### src/design/tpp_pkg.sv
package tpp_pkg;

  // bits of the ceiling-division dividend (tile length plus limit minus one)
  localparam int unsigned DIV_BITS = 17;
  localparam int unsigned DIV_CNT_W = $clog2(DIV_BITS + 1);

  // controller to datapath
  typedef struct packed {
    logic start;     // latch tile header fields and launch the divider
    logic step;      // process one byte and load the output register
    logic use_held;  // step on the held first byte of the tile
  } cmd_t;

  // datapath to controller
  typedef struct packed {
    logic tile_active;  // bytes remain in the current tile
    logic start_ok;     // incoming length and limit are both nonzero
    logic div_done;     // packet count is ready
    logic out_free;     // output register can take a beat this cycle
  } status_t;

endpackage

### src/design/tpp_if.sv
interface tpp_in_if;
  logic        valid;
  logic        ready;
  logic [7:0]  data_byte;
  logic [7:0]  tile_tag;
  logic [15:0] tile_length;

  modport source (output valid, output data_byte, output tile_tag, output tile_length,
                  input ready);
  modport sink (input valid, input data_byte, input tile_tag, input tile_length,
                output ready);
endinterface

interface tpp_out_if;
  logic       valid;
  logic       ready;
  logic [7:0] payload_byte;
  logic       packet_end;
  logic       tile_end;
  logic [7:0] header_tile;
  logic [7:0] sequence_number;
  logic [7:0] packet_total;
  logic [7:0] payload_length;
  logic [7:0] payload_xor;

  modport source (output valid, output payload_byte, output packet_end, output tile_end,
                  output header_tile, output sequence_number, output packet_total,
                  output payload_length, output payload_xor, input ready);
  modport sink (input valid, input payload_byte, input packet_end, input tile_end,
                input header_tile, input sequence_number, input packet_total,
                input payload_length, input payload_xor, output ready);
endinterface

### src/design/tile_payload_packetizer.sv
// tile payload packetizer: cuts each tile's byte stream into packets of at
// most max_payload bytes and tags every packet-closing beat with its header
//
// channels
//   in_i   : one beat per tile byte; tile_tag and tile_length are sampled
//            only on the first beat of a tile (tile_length 0 is dropped)
//   out_o  : one beat per tile byte; on a packet's last byte packet_end
//            is set and the header fields are valid, otherwise they read 0
//   cfg    : cfg_we_i writes max_payload, picked up at the next tile start
//
// throughput
//   bytes inside a tile: result registered, 1 beat per cycle while the
//   output register is free; first byte of a tile: the packet count comes
//   from a bit-serial restoring divider, one quotient bit at a time, and the
//   first result waits until it is done, with the input held off meanwhile
//
// reset clears the tile state and the output valid; max_payload returns to
// 255. a stalled receiver holds the output register, and the input is taken
// only when the output register is empty or being drained that cycle
module tile_payload_packetizer (
  input  logic       clk_i,
  input  logic       rst_ni,
  input  logic       cfg_we_i,
  input  logic [7:0] cfg_data_i,
  tpp_in_if.sink     in_i,
  tpp_out_if.source  out_o
);
  import tpp_pkg::*;

  cmd_t    cmd;
  status_t status;

  // sequencing: tile start, divider wait, byte steps
  tpp_ctrl u_ctrl (
    .clk_i      (clk_i),
    .rst_ni     (rst_ni),
    .in_valid_i (in_i.valid),
    .in_ready_o (in_i.ready),
    .status_i   (status),
    .cmd_o      (cmd)
  );

  // counters, xor, divider and output register
  tpp_datapath u_dp (
    .clk_i             (clk_i),
    .rst_ni            (rst_ni),
    .cfg_we_i          (cfg_we_i),
    .cfg_data_i        (cfg_data_i),
    .data_byte_i       (in_i.data_byte),
    .tile_tag_i        (in_i.tile_tag),
    .tile_length_i     (in_i.tile_length),
    .out_ready_i       (out_o.ready),
    .cmd_i             (cmd),
    .status_o          (status),
    .out_valid_o       (out_o.valid),
    .payload_byte_o    (out_o.payload_byte),
    .packet_end_o      (out_o.packet_end),
    .tile_end_o        (out_o.tile_end),
    .header_tile_o     (out_o.header_tile),
    .sequence_number_o (out_o.sequence_number),
    .packet_total_o    (out_o.packet_total),
    .payload_length_o  (out_o.payload_length),
    .payload_xor_o     (out_o.payload_xor)
  );

endmodule

### src/design/tpp_ctrl.sv
module tpp_ctrl (
  input  logic            clk_i,
  input  logic            rst_ni,
  input  logic            in_valid_i,
  output logic            in_ready_o,
  input  tpp_pkg::status_t status_i,
  output tpp_pkg::cmd_t    cmd_o
);
  import tpp_pkg::*;

  localparam logic [0:0] StRun = 1'b0;
  localparam logic [0:0] StDiv = 1'b1;

  logic [0:0] state_q, state_d;
  logic       accept;

  assign in_ready_o = (state_q == StRun) && status_i.out_free;
  assign accept     = in_valid_i && in_ready_o;

  always_comb begin
    state_d        = state_q;
    cmd_o          = '0;
    unique case (state_q)
      StRun: begin
        if (accept) begin
          if (status_i.tile_active) begin
            cmd_o.step = 1'b1;
          end else if (status_i.start_ok) begin
            cmd_o.start = 1'b1;
            state_d     = StDiv;
          end
        end
      end
      StDiv: begin
        if (status_i.div_done && status_i.out_free) begin
          cmd_o.step     = 1'b1;
          cmd_o.use_held = 1'b1;
          state_d        = StRun;
        end
      end
      default: state_d = StRun;
    endcase
  end

  always_ff @(posedge clk_i or negedge rst_ni) begin
    if (!rst_ni) begin
      state_q <= StRun;
    end else begin
      state_q <= state_d;
    end
  end

endmodule

### src/design/tpp_datapath.sv
module tpp_datapath (
  input  logic             clk_i,
  input  logic             rst_ni,
  input  logic             cfg_we_i,
  input  logic [7:0]       cfg_data_i,
  input  logic [7:0]       data_byte_i,
  input  logic [7:0]       tile_tag_i,
  input  logic [15:0]      tile_length_i,
  input  logic             out_ready_i,
  input  tpp_pkg::cmd_t    cmd_i,
  output tpp_pkg::status_t status_o,
  output logic             out_valid_o,
  output logic [7:0]       payload_byte_o,
  output logic             packet_end_o,
  output logic             tile_end_o,
  output logic [7:0]       header_tile_o,
  output logic [7:0]       sequence_number_o,
  output logic [7:0]       packet_total_o,
  output logic [7:0]       payload_length_o,
  output logic [7:0]       payload_xor_o
);
  import tpp_pkg::*;

  // configuration
  logic [7:0] max_payload_q;

  // tile state
  logic [15:0] left_q, left_d;
  logic [7:0]  bip_q, bip_d;
  logic [7:0]  idx_q, idx_d;
  logic [7:0]  xor_q, xor_d;
  logic [7:0]  tile_q, limit_q, held_q;

  // divider
  logic [DIV_CNT_W-1:0] div_cnt_q;
  logic [DIV_BITS-1:0]  div_quo_q;
  logic [7:0]           div_rem_q;
  logic [DIV_BITS-1:0]  dividend;
  logic [8:0]           div_shift;
  logic                 div_ge;

  // output register
  logic       out_valid_q;
  logic [7:0] o_byte_q, o_tile_q, o_seq_q, o_total_q, o_len_q, o_xor_q;
  logic       o_pend_q, o_tend_q;

  // one byte step
  logic [7:0]  b;
  logic [7:0]  xor_n, bip_n;
  logic [15:0] left_n;
  logic        last, closes;

  assign status_o.tile_active = (left_q != 16'd0);
  assign status_o.start_ok    = (tile_length_i != 16'd0) && (max_payload_q != 8'd0);
  assign status_o.div_done    = (div_cnt_q == '0);
  assign status_o.out_free    = !out_valid_q || out_ready_i;

  assign dividend  = {1'b0, tile_length_i} + DIV_BITS'(max_payload_q) - DIV_BITS'(1);
  assign div_shift = {div_rem_q, div_quo_q[DIV_BITS-1]};
  assign div_ge    = (div_shift >= {1'b0, limit_q});

  assign b      = cmd_i.use_held ? held_q : data_byte_i;
  assign xor_n  = xor_q ^ b;
  assign bip_n  = bip_q + 8'd1;
  assign left_n = left_q - 16'd1;
  assign last   = (left_n == 16'd0);
  assign closes = last || (bip_n >= limit_q);

  always_comb begin
    left_d = left_q;
    bip_d  = bip_q;
    idx_d  = idx_q;
    xor_d  = xor_q;
    if (cmd_i.start) begin
      left_d = tile_length_i;
      bip_d  = 8'd0;
      idx_d  = 8'd0;
      xor_d  = 8'd0;
    end else if (cmd_i.step) begin
      left_d = left_n;
      if (closes) begin
        bip_d = 8'd0;
        xor_d = 8'd0;
        idx_d = idx_q + 8'd1;
      end else begin
        bip_d = bip_n;
        xor_d = xor_n;
      end
    end
  end

  always_ff @(posedge clk_i or negedge rst_ni) begin
    if (!rst_ni) begin
      max_payload_q <= 8'd255;
      left_q        <= '0;
      bip_q         <= '0;
      idx_q         <= '0;
      xor_q         <= '0;
      div_cnt_q     <= '0;
      out_valid_q   <= 1'b0;
    end else begin
      if (cfg_we_i) begin
        max_payload_q <= cfg_data_i;
      end
      left_q <= left_d;
      bip_q  <= bip_d;
      idx_q  <= idx_d;
      xor_q  <= xor_d;
      if (cmd_i.start) begin
        div_cnt_q <= DIV_CNT_W'(DIV_BITS);
      end else if (div_cnt_q != '0) begin
        div_cnt_q <= div_cnt_q - DIV_CNT_W'(1);
      end
      if (cmd_i.step) begin
        out_valid_q <= 1'b1;
      end else if (out_ready_i) begin
        out_valid_q <= 1'b0;
      end
    end
  end

  // payload registers, no reset
  always_ff @(posedge clk_i) begin
    if (cmd_i.start) begin
      tile_q    <= tile_tag_i;
      limit_q   <= max_payload_q;
      held_q    <= data_byte_i;
      div_quo_q <= dividend;
      div_rem_q <= '0;
    end else if (div_cnt_q != '0) begin
      div_rem_q <= div_ge ? 8'(div_shift - {1'b0, limit_q}) : div_shift[7:0];
      div_quo_q <= {div_quo_q[DIV_BITS-2:0], div_ge};
    end
    if (cmd_i.step) begin
      o_byte_q  <= b;
      o_pend_q  <= closes;
      o_tend_q  <= last;
      o_tile_q  <= closes ? tile_q : 8'd0;
      o_seq_q   <= closes ? idx_q : 8'd0;
      o_total_q <= closes ? div_quo_q[7:0] : 8'd0;
      o_len_q   <= closes ? bip_n : 8'd0;
      o_xor_q   <= closes ? xor_n : 8'd0;
    end
  end

  assign out_valid_o       = out_valid_q;
  assign payload_byte_o    = o_byte_q;
  assign packet_end_o      = o_pend_q;
  assign tile_end_o        = o_tend_q;
  assign header_tile_o     = o_tile_q;
  assign sequence_number_o = o_seq_q;
  assign packet_total_o    = o_total_q;
  assign payload_length_o  = o_len_q;
  assign payload_xor_o     = o_xor_q;

endmodule

### src/flat_wrapper.sv
// flat-port wrapper written by rule: the top's interface ports become plain ports
module tile_payload_packetizer_flat import tpp_pkg::*;
  (clk_i, rst_ni, cfg_we_i, cfg_data_i, in_i_valid, in_i_data_byte, in_i_tile_tag, in_i_tile_length, in_i_ready, out_o_valid, out_o_payload_byte, out_o_packet_end, out_o_tile_end, out_o_header_tile, out_o_sequence_number, out_o_packet_total, out_o_payload_length, out_o_payload_xor, out_o_ready);
  tpp_in_if in_i_i ();
  tpp_out_if out_o_i ();
  input  logic clk_i;
  input  logic rst_ni;
  input  logic cfg_we_i;
  input  logic [7:0] cfg_data_i;
  input wire logic [$bits(in_i_i.valid)-1:0] in_i_valid;
  input wire logic [$bits(in_i_i.data_byte)-1:0] in_i_data_byte;
  input wire logic [$bits(in_i_i.tile_tag)-1:0] in_i_tile_tag;
  input wire logic [$bits(in_i_i.tile_length)-1:0] in_i_tile_length;
  output wire logic [$bits(in_i_i.ready)-1:0] in_i_ready;
  output wire logic [$bits(out_o_i.valid)-1:0] out_o_valid;
  output wire logic [$bits(out_o_i.payload_byte)-1:0] out_o_payload_byte;
  output wire logic [$bits(out_o_i.packet_end)-1:0] out_o_packet_end;
  output wire logic [$bits(out_o_i.tile_end)-1:0] out_o_tile_end;
  output wire logic [$bits(out_o_i.header_tile)-1:0] out_o_header_tile;
  output wire logic [$bits(out_o_i.sequence_number)-1:0] out_o_sequence_number;
  output wire logic [$bits(out_o_i.packet_total)-1:0] out_o_packet_total;
  output wire logic [$bits(out_o_i.payload_length)-1:0] out_o_payload_length;
  output wire logic [$bits(out_o_i.payload_xor)-1:0] out_o_payload_xor;
  input wire logic [$bits(out_o_i.ready)-1:0] out_o_ready;
  assign in_i_i.valid = in_i_valid;
  assign in_i_i.data_byte = in_i_data_byte;
  assign in_i_i.tile_tag = in_i_tile_tag;
  assign in_i_i.tile_length = in_i_tile_length;
  assign in_i_ready = in_i_i.ready;
  assign out_o_valid = out_o_i.valid;
  assign out_o_payload_byte = out_o_i.payload_byte;
  assign out_o_packet_end = out_o_i.packet_end;
  assign out_o_tile_end = out_o_i.tile_end;
  assign out_o_header_tile = out_o_i.header_tile;
  assign out_o_sequence_number = out_o_i.sequence_number;
  assign out_o_packet_total = out_o_i.packet_total;
  assign out_o_payload_length = out_o_i.payload_length;
  assign out_o_payload_xor = out_o_i.payload_xor;
  assign out_o_i.ready = out_o_ready;
  tile_payload_packetizer u_core (.clk_i(clk_i), .rst_ni(rst_ni), .cfg_we_i(cfg_we_i), .cfg_data_i(cfg_data_i), .in_i(in_i_i), .out_o(out_o_i));
endmodule
### config.mk
export PLATFORM = sky130hd
export DESIGN_NAME = tile_payload_packetizer_flat
export DESIGN_NICKNAME = d
export VERILOG_FILES = /design/src/design/tpp_pkg.sv /design/src/design/tpp_if.sv /design/src/design/tile_payload_packetizer.sv /design/src/design/tpp_ctrl.sv /design/src/design/tpp_datapath.sv /design/src/flat_wrapper.sv
export SDC_FILE = /design/constraint.sdc
export NUM_CORES = 1
export LEC_CHECK = 0
export BUFFER_PORTS_ARGS = -buffer_cell sky130_fd_sc_hd__buf_2
export CAP_MARGIN = 20
export CORE_MARGIN = 4
export CORE_UTILIZATION = 59
export DETAILED_ROUTE_END_ITERATION = 8
export PLACE_DENSITY = 0.81
export SYNTH_ARGS = -nofsm -noshare
export SYNTH_HDL_FRONTEND = slang
export SYNTH_SLANG_ARGS = --single-unit
### constraint.sdc
create_clock -name clk_i -period 4.6 [get_ports clk_i]
set_clock_uncertainty 0.15 [all_clocks]
set_input_delay 0.69 -clock clk_i [delete_from_list [all_inputs] [get_ports clk_i]]
set_output_delay 0.69 -clock clk_i [all_outputs]
set_load 0.01 [all_outputs]
== Word-level counts from Yosys, hierarchy flattened ==
Cells that the tools add are included.
Widths: inputs -> output; s select.

* Input port bits: 45
* Logic and storage cells: 80
* Register bits after elaboration: 154

* Add/sub/neg operators: 7
* Reduce and logical (&&, ||, !) cells: 18
* Muxes and demuxes: 30
* Magnitude comparators: 2
* Bitwise logic cells: 2

{| class="wikitable"
|+ Operator list
! operator !! number
|-
| $mux 8 || 11
|-
| $mux 17 || 2
|-
| $mux 16 || 2
|-
| $reduce_bool 16->1 || 2
|-
| $add 16x8->17 || 1
|-
| $sub 17x1->17 const B || 1
|-
| $add 8x1->8 const B || 2
|-
| $logic_not 16->1 || 1
|-
| $sub 16x1->16 const B || 1
|-
| $mux 5 || 2
|-
| $ge 9x8->1 || 1
|-
| $mux 1 || 9
|-
| $ge 8x8->1 || 1
|-
| $reduce_bool 2->1 || 4
|-
| $reduce_bool 8->1 || 1
|-
| $sub 8x8->8 || 1
|-
| $xor 8x8->8 || 1
|-
| $logic_not 5->1 || 1
|-
| $reduce_bool 5->1 || 1
|-
| $sub 5x1->5 const B || 1
|-
| $logic_and 1x1->1 || 4
|-
| $mux 2 || 2
|-
| $pmux 1 s2 || 2
|-
| $logic_or 1x1->1 || 2
|-
| 3 further kinds || 3
|}

== Logic depth before layout (Yosys ltp) ==
* Word-level depth: 10
* Gate-level depth with buffers: 13

== Hierarchy ==
A second synthesis with hierarchy kept.

* Cells, all modules: 781
* Area total of the unflattened synthesis: 8,308.0 sq um

{| class="wikitable"
|+ Modules (own cells, without submodules)
! module !! cells each !! area an instance (sq um) !! times used !! seq. area each (sq um)
|-
| tpp_datapath || 770 || 8,215.4 || 1 || 4,254.1
|-
| tpp_ctrl || 11 || 92.6 || 1 || 25.0
|}

== Least setup slack after synthesis ==
Ideal clock, no wire load.

* Kind: flip-flop to flip-flop
* Start: register u_core.u_dp.div_cnt_q[0]
* End: register u_core.u_dp.bip_q[2]
* Path buffers: 2
* Setup time: 0.093 ns
* Period minus slack after synthesis: 4.045 ns
* Required time: 4.357 ns
* Data arrival time: 3.802 ns
* Stages on the path, launching flop included: 11
* Slack: 0.555 ns
* Cells stage by stage: dfrtp_1 -> inv_1 -> ha_1 -> nor4b_2 -> nand3_1 -> buf_2 -> a21boi_1 -> clkinv_1 -> clkbuf_1 -> nand4b_1 -> a21oi_1

{| class="wikitable"
|+ RTL lines
! what !! RTL line !! RTL
|-
| start, declared || tpp_datapath.sv:35 || <nowiki>logic [DIV_CNT_W-1:0] div_cnt_q;</nowiki>
|-
| start signal, assigned || tpp_datapath.sv:110 || <nowiki>div_cnt_q <= DIV_CNT_W'(DIV_BITS);</nowiki>
|-
| start signal, assigned || tpp_datapath.sv:112 || <nowiki>div_cnt_q <= div_cnt_q - DIV_CNT_W'(1);</nowiki>
|-
| end signal, assigned || tpp_datapath.sv:106 || <nowiki>bip_q <= bip_d;</nowiki>
|-
| end, declared || tpp_datapath.sv:29 || <nowiki>logic [7:0] bip_q, bip_d;</nowiki>
|}

== Worst setup path in the final report ==
* Start: register u_core.u_dp.left_q[0]
* End: register u_core.u_dp.xor_q[1]

* Longest elaborated chain between the ends: 6
* Elaborated cells on any way between the ends: 13
* Those cells by class: 1 x add/sub; 8 x mux; 4 x reduce/logical

{| class="wikitable"
|+ RTL lines
! what !! RTL line !! RTL
|-
| start, declared || tpp_datapath.sv:28 || <nowiki>logic [15:0] left_q, left_d;</nowiki>
|-
| start signal, assigned || tpp_datapath.sv:105 || <nowiki>left_q <= left_d;</nowiki>
|-
| $sub 16x1->16 || tpp_datapath.sv:65 || <nowiki>assign left_n = left_q - 16'd1;</nowiki>
|-
| $logic_not 16->1 || tpp_datapath.sv:66 || <nowiki>assign last = (left_n == 16'd0);</nowiki>
|-
| $logic_or 1x1->1 || tpp_datapath.sv:67 || <nowiki>assign closes = last || (bip_n >= limit_q);</nowiki>
|-
| $mux 8 || tpp_datapath.sv:81 || <nowiki>if (closes) begin</nowiki>
|-
| $mux 8 || tpp_datapath.sv:79 || <nowiki>end else if (cmd_i.step) begin</nowiki>
|-
| $mux 8 || tpp_datapath.sv:74 || <nowiki>if (cmd_i.start) begin</nowiki>
|-
| end signal, assigned || tpp_datapath.sv:108 || <nowiki>xor_q <= xor_d;</nowiki>
|-
| end, declared || tpp_datapath.sv:31 || <nowiki>logic [7:0] xor_q, xor_d;</nowiki>
|}

Parallel ways exist; a longest one is shown, timed or not. The select of a mux whose other input is x is not followed.
A chain may end at the register's enable or synchronous reset.

==> impl_results.md <==
* Status: finished, final reports clean
* Post-cts gate resize count at 0
* Synth Cell Area at 0.00828 mm2
* Core area at 0.0138 mm2
* Layout cells sized above 1 at 0.180
* Clk_lat worst skew at 0.42 ns
* Die footprint at 0.0160 mm2
* PwrDens at 505 mW/mm2
* Post-CTS Setup Inserts at 0
* Register area at 0.00428 mm2
* Max FFs per register at 17
* TritonCTS Sinks at 154
* Clk buf depth at 2
* Crit share post-route at 0.822
* Ys Warns at 0
* Area leader, netlist: edfxtp_1
* GRT Util Overall at 0.238
* Initial core utilization at 0.599
* Max Slew Vio Count at 0
* Cell Rows at 43
* Clock slew at reported path FFs at 0.06 ns
* Nets at 993
* Final ANT Viol Nets at 0
* Final Util at 0.691
* Drt total wl at 18.5 mm
* P_leak at 0.00421 uW
* Total negative slack at 0 ns
* Critical Path RT at 4.78 ns
* RSZ-0062 raised after global routing: false
* Largest net degree at the start of global routing at 58
* Largest registers: u_core.u_dp.div_quo_q (17), u_core.u_dp.left_q (16)
* #FFs+latches synth at 154
* Area of the multi-input gates at 0.00362 mm2
* Via count at 6417
* Cells after DPL at 1058
* First-pass GRT wire length at 30.8 mm
* Fin. Hold Viols at 0
* GRT overflow at 0
* Min cycle time layout at 3.78 ns
* Vias in the first global route at 6260
* HPWL after detailed placement at 12.5 mm
* Router iterations before antenna repair at 5
* # diodes at 0
* Initial antenna violation count at 0
* Worst-margin pin slew at 0.784 ns
* CTS tree: yes
* Die width at 126 um
* Post-synth cell types at 70
* Startpoint types: flip-flop
* Max Freq at 264 MHz
* Crit-path max FO at 57
* Detail-routed via count per cell at 5.89
* Cells after Synth at 803
* Gpl congestion at 0.907
* Syn avg cell area at 10.3 um2
* Reg2reg setup slack at 0.82 ns
* Mapped Nets at 899
* Register bank with the most flops: u_core.u_dp.div_quo_q
* Clk root buf: clkbuf_16
* Routed len/inst at 17.0 um
* Ys flop type: edfxtp_1
* Top cell type's share of synthesized area at 0.330
* DRC violations left at 0
* Synth-to-Final Area Change at 15.3%
* Async SR Flop Fraction at 0.357
* Drt first-iter violations at 534
* Max-slew headroom at 0.476
* Worst hold path type: in2async
* CTS H-tree lvls at 4
* Fill cells at 1023
* Worst IR Drop VDD at 0.311 mV
* Top Ports at 97
* Hold-fix buffers, CTS at 0
* Port Buffer Count at 96
* Post-synth EDFFs at 91
* Max cap viols at 0
* Cts bufs inserted at 17
* Setup violators final at 0
* Critical path class: reg2reg
* Ranking of synthesized cells by area: edfxtp_1, dfrtp_1, ha_1
* Die height at 126 um
* Crit. End Element: flip-flop
* Share of the yosys chip area belonging to registers at 0.517
* Final std cells w/o fill at 1090
* CP arrival at 3.97 ns
==> cell usage after synthesis (3+ instances only) <==
cell type / count
edfxtp_1: 91
nand2_1: 82
inv_1: 72
ha_1: 49
o21ai_0: 48
dfrtp_1: 47
a21oi_1: 46
nor2_1: 46
nor2b_1: 31
clkbuf_1: 23
nand3_1: 19
nor3_1: 16
mux2i_1: 14
o22ai_1: 12
or3_1: 12
xnor2_1: 12
nor4_1: 11
or2_2: 10
a211oi_1: 8
and2_1: 8
dfstp_2: 8
dfxtp_1: 8
nand2b_1: 8
xor2_1: 8
buf_2: 7
o21a_1: 7
nand4_1: 6
o41ai_1: 6
o311ai_0: 5
o31ai_1: 5
a21o_1: 4
nor4b_1: 4
o2111ai_1: 4
a211o_1: 3
a21boi_0: 3
a221o_1: 3
a22oi_1: 3
a311oi_1: 3
a32oi_1: 3
nand4b_1: 3
nor3b_1: 3
o211ai_1: 3
o31a_1: 3
==> critical path, stage by stage (launching register included) <==
cell and delay, ns:
dfrtp_1 0.44, inv_1 0.16, ha_1 0.29, nor3b_2 0.55, nand4_1 0.26, xnor2_1 0.27, a211oi_1 0.13, a211oi_4 0.59
buf_12 0.32, nand2_1 0.25, o22ai_1 0.25
==> metrics by stage <==
step	total power [uW]	hold slack (ns)	cell area [um2]	setup slack [ns]
after global routing	5120	0.271	9550	0.465
after global placement	3400	0.327	8980	0.991
after CTS	4830	0.278	9550	0.877
final	4820	0.265	9550	0.817
after detailed placement	3450	0.341	8980	0.912
after floorplan	3070	0.244	8280	0.555
==> path summary, 6_finish.rpt <==
check,cells after the start,endpoint,start
min in group clk_i,1,u_core.u_dp.tile_q[5],in_i_tile_tag[5]
worst max-delay path,10,u_core.u_dp.xor_q[1],u_core.u_dp.left_q[0]
max in group asynchronous,2,u_core.u_dp.div_cnt_q[0],rst_ni
worst max register to register,10,u_core.u_dp.xor_q[1],u_core.u_dp.left_q[0]
worst min register to register,1,u_core.u_dp.idx_q[6],u_core.u_dp.idx_q[6]
worst min-delay path,2,u_core.u_dp.idx_q[6],rst_ni
==> report_power, final <==
group | internal (uW) | switching [uW] | total, uW
Clock | 838 | 521 | 1360
Combinational | 616 | 788 | 1400
Sequential | 1820 | 238 | 2060
Total | 3280 | 1550 | 4820
==> logic make-up (layout without fill, tap and decap cells) <==
group	after synthesis	count (layout)	share of synthesized area
multiplexers	16	16	0.0196
AO/OA/AOI/OAI	182	182	0.142
adder cells (fa/ha/maj)	51	51	0.0789
AND/OR/NAND/NOR	274	274	0.172
buffers and inverters	106	213	0.0500
flip-flops	154	154	0.517
XOR/XNOR	20	20	0.0211
==> area by class of cell <==
type                    instances  share of cell area
multi-input cells             543               0.379
repair buffers                108              0.0611
clock buffers                  20              0.0457
inverters                      73              0.0287
flip-flops and latches        154               0.448
well taps                     180              0.0236
clock inverters                12              0.0136
==> cell usage in the layout (no fill, tap or decap), types with 14 or more instances in the layout <==
cell | Yosys | final
a21oi_1 | 46 | 46
nor2b_1 | 31 | 31
nand2_1 | 82 | 82
inv_1 | 72 | 71
clkbuf_16 | 0 | 17
dfrtp_1 | 47 | 47
edfxtp_1 | 91 | 91
ha_1 | 49 | 49
buf_2 | 7 | 96
nand3_1 | 19 | 19
nor2_1 | 46 | 46
nor3_1 | 16 | 16
mux2i_1 | 14 | 14
o21ai_0 | 48 | 48
==> layer usage <==
metal / vias up / wire (um) / track usage
li1: 3092 / - / -
met1: 3062 / 8270 / 0.327
met2: 236 / 8690 / 0.379
met3: 27 / 1220 / 0.0564
met4: 0 / 310 / 0.0744
met5: - / 0 / 0
(Power assumes the default switching activity.)
